### config.mk
export PLATFORM = sky130hd
export DESIGN_NAME = session_name_utf8_validator_flat
export DESIGN_NICKNAME = d
export VERILOG_FILES = /design/src/utf8v_pkg.sv /design/src/utf8v_in_if.sv /design/src/utf8v_out_if.sv /design/src/utf8v_in_stage.sv /design/src/utf8v_decode.sv /design/src/utf8v_out_stage.sv /design/src/session_name_utf8_validator.sv /design/src/flat_wrapper.sv
export SDC_FILE = /design/constraint.sdc
export NUM_CORES = 1
export LEC_CHECK = 0
export BUFFER_PORTS_ARGS = -buffer_cell sky130_fd_sc_hd__buf_4
export CORE_ASPECT_RATIO = 0.7
export CORE_MARGIN = 2
export CORE_UTILIZATION = 45
export DETAILED_ROUTE_END_ITERATION = 8
export PLACE_DENSITY = 0.65
export REMOVE_ABC_BUFFERS = 1
export SYNTH_ARGS = -nofsm -noshare
export SYNTH_HDL_FRONTEND = slang
export SYNTH_SLANG_ARGS = --single-unit
### constraint.sdc
create_clock -name clk -period 2.3 [get_ports clk]
set_input_delay 0.23 -clock clk [delete_from_list [all_inputs] [get_ports clk]]
set_output_delay 0.23 -clock clk [all_outputs]
set_load 0.005 [all_outputs]
### src/utf8v_pkg.sv
package utf8v_pkg;

  // ascii bytes with rules of their own
  localparam logic [7:0] ByteDot       = 8'h2E;
  localparam logic [7:0] ByteSlash     = 8'h2F;
  localparam logic [7:0] ByteDel       = 8'h7F;
  localparam logic [7:0] ByteCtrlLimit = 8'h20;

  // codepoint limits
  localparam logic [20:0] CpMax       = 21'h10FFFF;
  localparam logic [20:0] CpSurrLo    = 21'h00D800;
  localparam logic [20:0] CpSurrHi    = 21'h00DFFF;
  localparam logic [20:0] CpMin2      = 21'h000080;
  localparam logic [20:0] CpMin3      = 21'h000800;
  localparam logic [20:0] CpMin4      = 21'h010000;
  localparam logic [20:0] CpC1Hi      = 21'h00009F;
  localparam logic [20:0] CpArabicMk  = 21'h00061C;
  localparam logic [20:0] CpRloOver   = 21'h00202E;
  localparam logic [20:0] CpBom       = 21'h00FEFF;
  localparam logic [20:0] CpTagHi     = 21'h0E007F;

  // number of continuation bytes of a sequence
  typedef logic [1:0] cont_cnt_t;

  // one input word as held in the input register
  typedef struct packed {
    logic [7:0] name_byte;
    logic       is_last;
  } name_word_t;

  // result handed from the decoder to the output register
  typedef struct packed {
    logic fire;
    logic name_valid;
  } verdict_t;

  // shortest-form floor for a sequence with len continuation bytes
  function automatic logic below_floor(logic [20:0] c, cont_cnt_t len);
    logic r;
    r = 1'b0;
    case (len)
      2'd1:    r = (c < CpMin2);
      2'd2:    r = (c < CpMin3);
      2'd3:    r = (c < CpMin4);
      default: r = 1'b0;
    endcase
    return r;
  endfunction

  // controls, bidi marks and invisible codepoints
  function automatic logic cp_listed(logic [20:0] c);
    return c inside {[CpMin2:CpC1Hi], CpArabicMk,
                     [21'h00200E:21'h00200F], [21'h00202A:CpRloOver],
                     [21'h002066:21'h002069], 21'h0000AD, 21'h00034F,
                     21'h00180E, [21'h00200B:21'h00200D],
                     [21'h002028:21'h002029], [21'h002060:21'h002064],
                     [21'h00FE00:21'h00FE0F], CpBom,
                     [21'h00FFF9:21'h00FFFB], [21'h0E0000:CpTagHi]};
  endfunction

  // a finished multi-byte codepoint that fails a rule
  function automatic logic cp_bad(logic [20:0] c, cont_cnt_t len);
    return below_floor(c, len) || (c > CpMax) ||
           ((c >= CpSurrLo) && (c <= CpSurrHi)) || cp_listed(c);
  endfunction

endpackage

### src/utf8v_in_if.sv
interface utf8v_in_if;
  logic       valid;
  logic       ready;
  logic [7:0] name_byte;
  logic       is_last;

  modport source (output valid, output name_byte, output is_last, input ready);
  modport sink   (input valid, input name_byte, input is_last, output ready);
endinterface

### src/utf8v_out_if.sv
interface utf8v_out_if;
  logic valid;
  logic ready;
  logic name_valid;

  modport source (output valid, output name_valid, input ready);
  modport sink   (input valid, input name_valid, output ready);
endinterface

### src/utf8v_in_stage.sv
module utf8v_in_stage (
  input  logic                   clk,
  input  logic                   rst,
  utf8v_in_if.sink               name_in,
  input  logic                   advance,
  output logic                   word_valid,
  output utf8v_pkg::name_word_t  word
);
  import utf8v_pkg::*;

  logic load;

  // room when empty or when the held word moves on this cycle
  assign name_in.ready = !word_valid || advance;
  assign load          = name_in.valid && name_in.ready;

  // valid flag
  always_ff @(posedge clk) begin
    if (rst) begin
      word_valid <= 1'b0;
    end else if (name_in.ready) begin
      word_valid <= name_in.valid;
    end
  end

  // payload
  always_ff @(posedge clk) begin
    if (load) begin
      word.name_byte <= name_in.name_byte;
      word.is_last   <= name_in.is_last;
    end
  end
endmodule

### src/utf8v_decode.sv
module utf8v_decode (
  input  logic                   clk,
  input  logic                   rst,
  input  logic                   advance,
  input  utf8v_pkg::name_word_t  word,
  output utf8v_pkg::verdict_t    verdict
);
  import utf8v_pkg::*;

  logic        error_seen,      error_seen_next;
  cont_cnt_t   bytes_pending,   bytes_pending_next;
  cont_cnt_t   sequence_length, sequence_length_next;
  logic [20:0] codepoint_accum, codepoint_accum_next;
  logic        at_name_start;
  logic [7:0]  b;

  assign b = word.name_byte;

  // next decoder state for the held word
  always_comb begin
    error_seen_next      = error_seen;
    bytes_pending_next   = bytes_pending;
    sequence_length_next = sequence_length;
    codepoint_accum_next = codepoint_accum;
    if (!error_seen) begin
      if (bytes_pending == 2'd0) begin
        if ((at_name_start && b == ByteDot) || b == ByteSlash ||
            b < ByteCtrlLimit || b == ByteDel) begin
          error_seen_next = 1'b1;
        end else if (!b[7]) begin
          error_seen_next = 1'b0;
        end else if (b[7:5] == 3'b110) begin
          codepoint_accum_next = {16'd0, b[4:0]};
          sequence_length_next = 2'd1;
          bytes_pending_next   = 2'd1;
        end else if (b[7:4] == 4'b1110) begin
          codepoint_accum_next = {17'd0, b[3:0]};
          sequence_length_next = 2'd2;
          bytes_pending_next   = 2'd2;
        end else if (b[7:3] == 5'b11110) begin
          codepoint_accum_next = {18'd0, b[2:0]};
          sequence_length_next = 2'd3;
          bytes_pending_next   = 2'd3;
        end else begin
          error_seen_next = 1'b1;
        end
      end else if (b[7:6] != 2'b10) begin
        // bad continuation byte
        error_seen_next    = 1'b1;
        bytes_pending_next = 2'd0;
      end else begin
        codepoint_accum_next = {codepoint_accum[14:0], b[5:0]};
        bytes_pending_next   = bytes_pending - 2'd1;
        if (bytes_pending == 2'd1 && cp_bad(codepoint_accum_next, sequence_length)) begin
          error_seen_next = 1'b1;
        end
      end
    end
  end

  // one verdict per last-marked word
  assign verdict.fire       = advance && word.is_last;
  assign verdict.name_valid = !error_seen_next && (bytes_pending_next == 2'd0);

  // decoder state, cleared at the end of each name
  always_ff @(posedge clk) begin
    if (rst || (advance && word.is_last)) begin
      error_seen      <= 1'b0;
      bytes_pending   <= 2'd0;
      sequence_length <= 2'd0;
      codepoint_accum <= 21'd0;
      at_name_start   <= 1'b1;
    end else if (advance) begin
      error_seen      <= error_seen_next;
      bytes_pending   <= bytes_pending_next;
      sequence_length <= sequence_length_next;
      codepoint_accum <= codepoint_accum_next;
      at_name_start   <= 1'b0;
    end
  end
endmodule

### src/utf8v_out_stage.sv
module utf8v_out_stage (
  input  logic                 clk,
  input  logic                 rst,
  input  utf8v_pkg::verdict_t  verdict,
  output logic                 free,
  utf8v_out_if.source          verdict_out
);
  import utf8v_pkg::*;

  // empty, or the held word leaves this cycle
  assign free = !verdict_out.valid || verdict_out.ready;

  // valid flag
  always_ff @(posedge clk) begin
    if (rst) begin
      verdict_out.valid <= 1'b0;
    end else if (free) begin
      verdict_out.valid <= verdict.fire;
    end
  end

  // payload
  always_ff @(posedge clk) begin
    if (free && verdict.fire) begin
      verdict_out.name_valid <= verdict.name_valid;
    end
  end
endmodule

### src/session_name_utf8_validator.sv
// channel      dir  payload                      handshake
// name_in      in   name_byte[7:0], is_last      valid/ready
// verdict_out  out  name_valid                   valid/ready
//
// one byte per cycle sustained unless a held verdict stalls; a verdict
// passes from its last byte through the input register and the result register
// the decoder state update is the loop that sets that pace
// rst is synchronous and clears both registers and the decoder state
// a held verdict stalls only a following last byte; other bytes keep flowing
module session_name_utf8_validator (
  input  logic         clk,
  input  logic         rst,
  utf8v_in_if.sink     name_in,
  utf8v_out_if.source  verdict_out
);
  import utf8v_pkg::*;

  logic       word_valid;
  name_word_t word;
  logic       advance;
  logic       free;
  verdict_t   verdict;

  // held word moves on unless it needs the result register and that is full
  assign advance = word_valid && (!word.is_last || free);

  utf8v_in_stage u_in (
    .clk        (clk),
    .rst        (rst),
    .name_in    (name_in),
    .advance    (advance),
    .word_valid (word_valid),
    .word       (word)
  );

  utf8v_decode u_dec (
    .clk     (clk),
    .rst     (rst),
    .advance (advance),
    .word    (word),
    .verdict (verdict)
  );

  utf8v_out_stage u_out (
    .clk         (clk),
    .rst         (rst),
    .verdict     (verdict),
    .free        (free),
    .verdict_out (verdict_out)
  );
endmodule

### src/flat_wrapper.sv
// flat-port wrapper written by rule: the top's interface ports become plain ports
module session_name_utf8_validator_flat import utf8v_pkg::*;
  (clk, rst, name_in_valid, name_in_name_byte, name_in_is_last, name_in_ready, verdict_out_valid, verdict_out_name_valid, verdict_out_ready);
  utf8v_in_if name_in_i ();
  utf8v_out_if verdict_out_i ();
  input  logic clk;
  input  logic rst;
  input wire logic [$bits(name_in_i.valid)-1:0] name_in_valid;
  input wire logic [$bits(name_in_i.name_byte)-1:0] name_in_name_byte;
  input wire logic [$bits(name_in_i.is_last)-1:0] name_in_is_last;
  output wire logic [$bits(name_in_i.ready)-1:0] name_in_ready;
  output wire logic [$bits(verdict_out_i.valid)-1:0] verdict_out_valid;
  output wire logic [$bits(verdict_out_i.name_valid)-1:0] verdict_out_name_valid;
  input wire logic [$bits(verdict_out_i.ready)-1:0] verdict_out_ready;
  assign name_in_i.valid = name_in_valid;
  assign name_in_i.name_byte = name_in_name_byte;
  assign name_in_i.is_last = name_in_is_last;
  assign name_in_ready = name_in_i.ready;
  assign verdict_out_valid = verdict_out_i.valid;
  assign verdict_out_name_valid = verdict_out_i.name_valid;
  assign verdict_out_i.ready = verdict_out_ready;
  session_name_utf8_validator u_core (.clk(clk), .rst(rst), .name_in(name_in_i), .verdict_out(verdict_out_i));
endmodule
==> run_results.csv, run 1 <==
group,metric,value,unit
outcome,outcome,"finished clean",
clock_network,htree_num_levels,2,
power,p_per_area,514,nW/um^2
grt,grt_overflow,0,
setup_path,required,2.33,ns
grt,grt_max_degree,21,
power,p_leak,0.909,nW
setup_path,endpoint_kind,"flop",
clock_network,tritoncts,"done",
clock_network,ctsHoldBuffers,0,
die,rows,20,
drt,wl,5600,um
logic_synthesis,netlist_top_cells_count,"31 x nand2_1, 23 x a21oi_1, 23 x dfxtp_1, 21 x nor2_1, 12 x clkbuf_1",
die,initial_core_util,46.3,%
logic_synthesis,syn_inst,247,
sta,fmax,450,MHz
die,fp.dieH,59.5,um
final_layout,fin_util,57.3,%
die,core_area,4280,um^2
logic_synthesis,synth_edf_count,10,
setup_path,cp-start-kind,"flop",
logic_synthesis,synth_most_common_cell,"nand2_1",
drt,route.vias.total,1993,
sta,skew,0.00872,ns
hold_path,hold-path-cell-count,1,
die,die_area,4960,um^2
setup_path,reg2reg_depth,6,
place,place_ws,0.00378,ns
job,drv_cap,0,
sta,max_slew_margin,36.8,%
clock_network,clock_sinks,33,
sta,fin_crit,2.22,ns
place,portBuffers,15,
grt,grt_pass1_vias,1716,
logic_synthesis,avgSynthCellArea,8.03,um^2
place,dp_hpwl,4170,um
hold_path,worstHoldPathType,"input port to flop",
sta,drv_slew,0,
sta,tns,0,ns
die,ioPinCount,16,
logic_synthesis,ys_top_cells_by_area,"dfxtp_1 23%, edfxtp_1 15%, nand2_1 5.9%, a21oi_1 5.8%, nor2_1 4.0%",
sta,fin_crit_sh,96.7,%
logic_synthesis,yosys_most_used_dff,"dfxtp_1",
drt,drc,0,
drt,drt_iter0_markers,190,
clock_network,clk_latency,0.30,ns
logic_synthesis,synth.yosys.seq_area_share,38.4,%
logic_synthesis,synth_area,1980,um^2
place,placed_area,2270,um^2
sta,setup_violations,0,
sta,worst_slack,0.0758,ns
sta,tightest_slew,0.943,ns
drt,first_pass_iters,4,
clock_network,clockBufferDepth,2,
setup_path,cp_max_fo,8,
logic_synthesis,synth_seq_cells,33,
sta,hold_viol_final,0,
setup_path,crit_type,"flop to flop",
setup_path,arrival,2.25,ns
logic_synthesis,yosys.area.top_type_share,23.2,%
logic_synthesis,async_flop_share,0,%
power,ir_drop,287,uV
grt,antenna_found_initial,0,
grt,grt_pass1_wl,9000,um
drt,viasPerCell,5.97,
logic_synthesis,yosys.area.top_type,"dfxtp_1",
place,place_congestion,0.945,
logic_synthesis,ys_types,52,
clock_network,cts_made_buffers,5,
power,total_power,1.26,mW
final_layout,diodes,0,
final_layout,drive_above_1_share,27.2,%
clock_network,clkTransAtPathRegs,0.07,ns
drt,ant_nets,0,
die,fp.dieW,83.3,um
drt,wl_per_cell,16.8,um
clock_network,cts_root_buffer,"clkbuf_8",
final_layout,nets,293,
final_layout,syn2layout_area_growth,23.7,%
logic_synthesis,yosysWarningCount,0,
grt,grt_usage,23.7,%
final_layout,finalInstanceArea,2450,um^2
cell families after synthesis:
kind of cell               Yosys count  synth area share, %
AOI/OAI and AO/OA                   60                 19.7
DFF                                 33                 38.4
buffers and inverters               25                 5.43
and+or+nand+nor                    125                 34.2
muxes                                2                 1.01
adders and majority gates            2                 1.26
area by class of cell:
| cell class | instances | area, um^2 |
|---|---|---|
| well taps | 55 | 68.8 |
| clock buffers | 5 | 68.8 |
| clock inverters | 3 | 17.5 |
| flip-flops and latches | 33 | 771 |
| fillers | 381 | 1830 |
| repair buffers | 41 | 308 |
| inverters | 8 | 30.0 |
| multi-input cells | 189 | 1190 |
timing repair:
action | CTS | global route
resized for setup | 1 | 19
pin swaps | 0 | 8
endpoints found under the setup margin | 2 | 2
buffers inserted | 0 | 2
stage by stage:
| stage | std cells | hold WS [ns] |
|---|---|---|
| global placement | 324 | 0.408 |
| floorplan | 230 | 0.299 |
| CTS | 332 | 0.103 |
| global route | 334 | 0.0948 |
| finish | 334 | 0.110 |
| detailed placement | 324 | 0.409 |
worst max-delay path, cell delays in order, from the launching register on:
cell and delay [ns]:
dfxtp_4 0.37, or4_4 0.56, or3_4 0.35, o21ai_1 0.14, a2bb2oi_1 0.09, o311ai_2 0.34
a211oi_2 0.12
per-layer routing:
layer  vias up  track usage, %  wire length (um)
met5         -               0                 0
met4         0            7.03                50
met1       930            38.3              2900
li1        982               -                 -
met2        77            30.3              2180
met3         4            5.57               467
flip-flops by register name, indices dropped and copies added, names as in the netlist:
name,count
u_core.u_out.verdict_out.name_valid,1
u_core.u_in.word,9
u_core.u_in.word_valid,1
u_core.u_dec.error_seen,1
u_core.u_out.verdict_out.valid,1
u_core.u_dec.at_name_start,1
u_core.u_dec.bytes_pending,2
u_core.u_dec.sequence_length,2
u_core.u_dec.codepoint_accum,15
final timing paths:
path | startpoint | endpoint | slack, ns
setup reg to reg | u_core.u_dec.codepoint_accum[3]$_SDFFE_PP0P_ | u_core.u_out.verdict_out.name_valid$_DFFE_PP_ | 0.08
hold / removal | name_in_name_byte[2] | u_core.u_in.word[3]$_DFFE_PP_ | 0.11
hold reg to reg | u_core.u_dec.at_name_start$_SDFFE_PP1P_ | u_core.u_dec.at_name_start$_SDFFE_PP1P_ | 0.45
setup / recovery | u_core.u_dec.codepoint_accum[3]$_SDFFE_PP0P_ | u_core.u_out.verdict_out.name_valid$_DFFE_PP_ | 0.08
power breakdown:
part | leakage [nW] | switching [mW] | internal [mW]
clock network | 0.0455 | 0.225 | 0.209
registers | 0.287 | 0.0171 | 0.619
logic | 0.577 | 0.107 | 0.0846
cells in the final DEF (no fill, tap or decap), types with 2 or more instances in the layout:
cell type  count
edfxtp_1      10
a2bb2oi_1      2
nand3_1        9
nor4_1         4
nand2b_1       3
and3_1         3
clkbuf_8       5
o21a_1         2
mux2i_1        2
or4_1          2
o41ai_2        2
or4_4          2
nor3_1         7
nor4b_1        2
inv_1          8
nor2b_1        2
o2111ai_1      2
or2_2          4
or3_1          4
a21oi_1       23
dfxtp_2        5
and2_1         3
a31oi_1        3
nand2_1       31
nor4_2         5
dfxtp_1       17
nand4_1        8
o31ai_1        2
buf_4         41
o211ai_1       2
o21ai_0        9
nor2_1        21
nand3b_1      10
No activity file was read; power rests on OpenSTA's default activity.
==> inputs of run 2 (changes only) <==
--- a/config.mk
+++ b/config.mk
@@ -9,9 +9,10 @@
 export CORE_ASPECT_RATIO = 0.7
 export CORE_MARGIN = 2
 export CORE_UTILIZATION = 45
+export CTS_CLUSTER_SIZE = 25
 export DETAILED_ROUTE_END_ITERATION = 8
-export PLACE_DENSITY = 0.65
 export REMOVE_ABC_BUFFERS = 1
+export SLEW_MARGIN = 20
 export SYNTH_ARGS = -nofsm -noshare
 export SYNTH_HDL_FRONTEND = slang
 export SYNTH_SLANG_ARGS = --single-unit
==> constraint.sdc (replaced) <==
create_clock -name clk -period 2.4 [get_ports clk]
set_input_delay 0.24 -clock clk [delete_from_list [all_inputs] [get_ports clk]]
set_output_delay 0.24 -clock clk [all_outputs]
set_load 0.005 [all_outputs]
==> run 2 against run 1 <==
- die area unchanged
- count of clock-buffer cells in the layout increased by 2
- fmax is 2.4% lower
- worst setup slack improved by 0.045 ns
- non-clock buffer count fell by 7
- sequential cell count stayed put
- utilization fell by 2.9 points
- largest cell class unchanged
==> run_results.csv, run 2 (same netlist as run 1, synthesis figures left out) <==
group,metric,value,unit
die,rows,20,
setup_path,arrival,2.30,ns
place,portBuffers,15,
sta,tns,0,ns
sta,skew,0.00642,ns
die,ioPinCount,16,
setup_path,r2r-start,"u_core.u_dec.codepoint_accum[4]$_SDFFE_PP0P_",
sta,setup_violations,0,
job,drv_cap,0,
clock_network,clockBufferDepth,2,
setup_path,startpoint,"u_core.u_dec.codepoint_accum[4]$_SDFFE_PP0P_",
die,initial_core_util,46.3,%
drt,drc,0,
sta,hold_viol_final,0,
final_layout,final_common_cell,"buf_4",
sta,rsz0062_at_grt,"no",
setup_path,critPathMaxStageDelay,0.58,ns
clock_network,clkTransAtPathRegs,0.07,ns
grt,grt_usage,22.2,%
setup_path,required,2.42,ns
drt,route.vias.total,1936,
power,p_per_area,522,nW/um^2
outcome,outcome,"finished clean",
power,total_power,1.22,mW
hold_path,hp-start,"name_in_name_byte[0]",
setup_path,endpoint_kind,"flop",
clock_network,ctsHoldBuffers,0,
sta,fin_crit,2.28,ns
drt,wl,5090,um
clock_network,tritoncts,"done",
final_layout,largestRegisters,"u_core.u_dec.codepoint_accum x15, u_core.u_in.word x9",
grt,grt_overflow,0,
die,die_area,4960,um^2
sta,drv_slew,0,
power,clkPwrFrac,35.8,%
setup_path,cp-start-kind,"flop",
clock_network,cts_root_buffer,"clkbuf_8",
drt,drt_iter0_markers,337,
final_layout,syn2layout_area_growth,17.4,%
clock_network,postCtsSetupRepairBufs,0,
sta,tightest_slew,0.925,ns
die,fp.dieH,59.5,um
setup_path,critical_path.top_delay_family,"simple AND/OR/NAND/NOR gates",
place,place_congestion,0.909,
final_layout,drive_above_1_share,19.1,%
drt,wl_per_cell,15.6,um
sta,max_slew_margin,38.0,%
clock_network,htree_num_levels,2,
place,dp_hpwl,3940,um
grt,antenna_found_initial,0,
power,netSwitchingFraction,25.9,%
clock_network,cts_made_buffers,5,
power,p_leak,0.848,nW
grt,grt_pass1_wl,8630,um
final_layout,diodes,0,
setup_path,crit_type,"flop to flop",
die,core_area,4280,um^2
clock_network,clock_sinks,33,
grt,grt_pass1_vias,1720,
setup_path,cp_max_fo,8,
power,seqPwrFrac,50.3,%
power,ir_drop,334,uV
setup_path,slowest_stage,"or4_4",
clock_network,clk_latency,0.28,ns
sta,fmax,439,MHz
final_layout,largest_register_ff_count,15,
final_layout,nets,286,
final_layout,largest-register,"u_core.u_dec.codepoint_accum",
final_layout,final_cell_mix,"34 x buf_4, 31 x nand2_1, 23 x a21oi_1, 23 x dfxtp_1, 21 x nor2_1",
setup_path,crit_buf_inv,0,
drt,viasPerCell,5.92,
drt,first_pass_iters,4,
setup_path,crit_path_cell_trace,"or4_4, or3_4, o21ai_1, a2bb2oi_1, o311ai_2, a211oi_1",
sta,fin_crit_sh,95.0,%
power,pwr-share-comb,13.9,%
hold_path,worstHoldPathType,"input port to flop",
drt,ant_nets,0,
die,fp.dieW,83.3,um
grt,grt_max_degree,21,
power,p_sw,315,uW
power,p_int,902,uW
## run 2: cell types whose count changed in the layout (fill, tap and decap cells not counted), moves of 2 or more
| cell | previous run | this run |
|---|---|---|
| dfxtp_2 | 5 | 0 |
| o41ai_2 | 2 | 0 |
| buf_4 | 41 | 34 |
| o41ai_1 | 0 | 2 |
| dfxtp_1 | 17 | 23 |
| nor4_1 | 4 | 9 |
| nor4_2 | 5 | 0 |
## run 2: power by group through the flow
| stage | registers, mW | clock network (mW) | logic [mW] |
|---|---|---|---|
| final | 0.612 | 0.436 | 0.169 |
| after CTS | 0.611 | 0.452 | 0.166 |
| after floorplan | 0.628 | 0 | 0.0903 |
| after global routing | 0.614 | 0.483 | 0.188 |
| after detailed placement | 0.624 | 0 | 0.166 |
| after global placement | 0.623 | 0 | 0.168 |
## run 2: repair_timing
| item | 4_1_cts | 5_1_grt |
|---|---|---|
| endpoints found under the setup margin | 0 | 1 |
| endpoints found under the hold margin | 0 | 0 |
| gates resized for setup | 0 | 1 |
## run 2: cell type report
| class | instances | area, um^2 |
|---|---|---|
| fillers | 409 | 1950 |
| multi-input cells | 189 | 1120 |
| flip-flops and latches | 33 | 761 |
| repair buffers | 34 | 255 |
| clock buffers | 7 | 86.3 |
| well taps | 55 | 68.8 |
| inverters | 8 | 30.0 |
| clock inverters | 1 | 7.51 |
## run 2: stage by stage
stage | instance area [um^2] | std cells | hold slack, ns | util, % | worst slack, ns
floorplan | 1910 | 230 | 0.309 | - | 0.236
global placement | 2230 | 319 | 0.419 | 52.1 | 0.136
detailed placement | 2230 | 319 | 0.420 | 52.1 | 0.120
CTS | 2320 | 327 | 0.120 | 54.3 | 0.115
global route | 2330 | 327 | 0.111 | 54.4 | 0.00754
finish | 2330 | 327 | 0.129 | 54.4 | 0.121
## run 2: path summary, 6_finish.rpt
kind / endpoint / slack [ns] / depth (start not counted)
max: u_core.u_out.verdict_out.name_valid$_DFFE_PP_ / 0.12 / 6
min: u_core.u_in.word[1]$_DFFE_PP_ / 0.13 / 1
max reg2reg: u_core.u_out.verdict_out.name_valid$_DFFE_PP_ / 0.12 / 6
min reg2reg: u_core.u_dec.at_name_start$_SDFFE_PP1P_ / 0.46 / 2
## run 2: per-layer routing
layer,wire (um),part of all wire [%],track usage [%]
met2,1950,38,30.6
met5,0,0,0
met3,367,7.2,6.82
met1,2740,54,33.5
met4,42,0.82,5.15
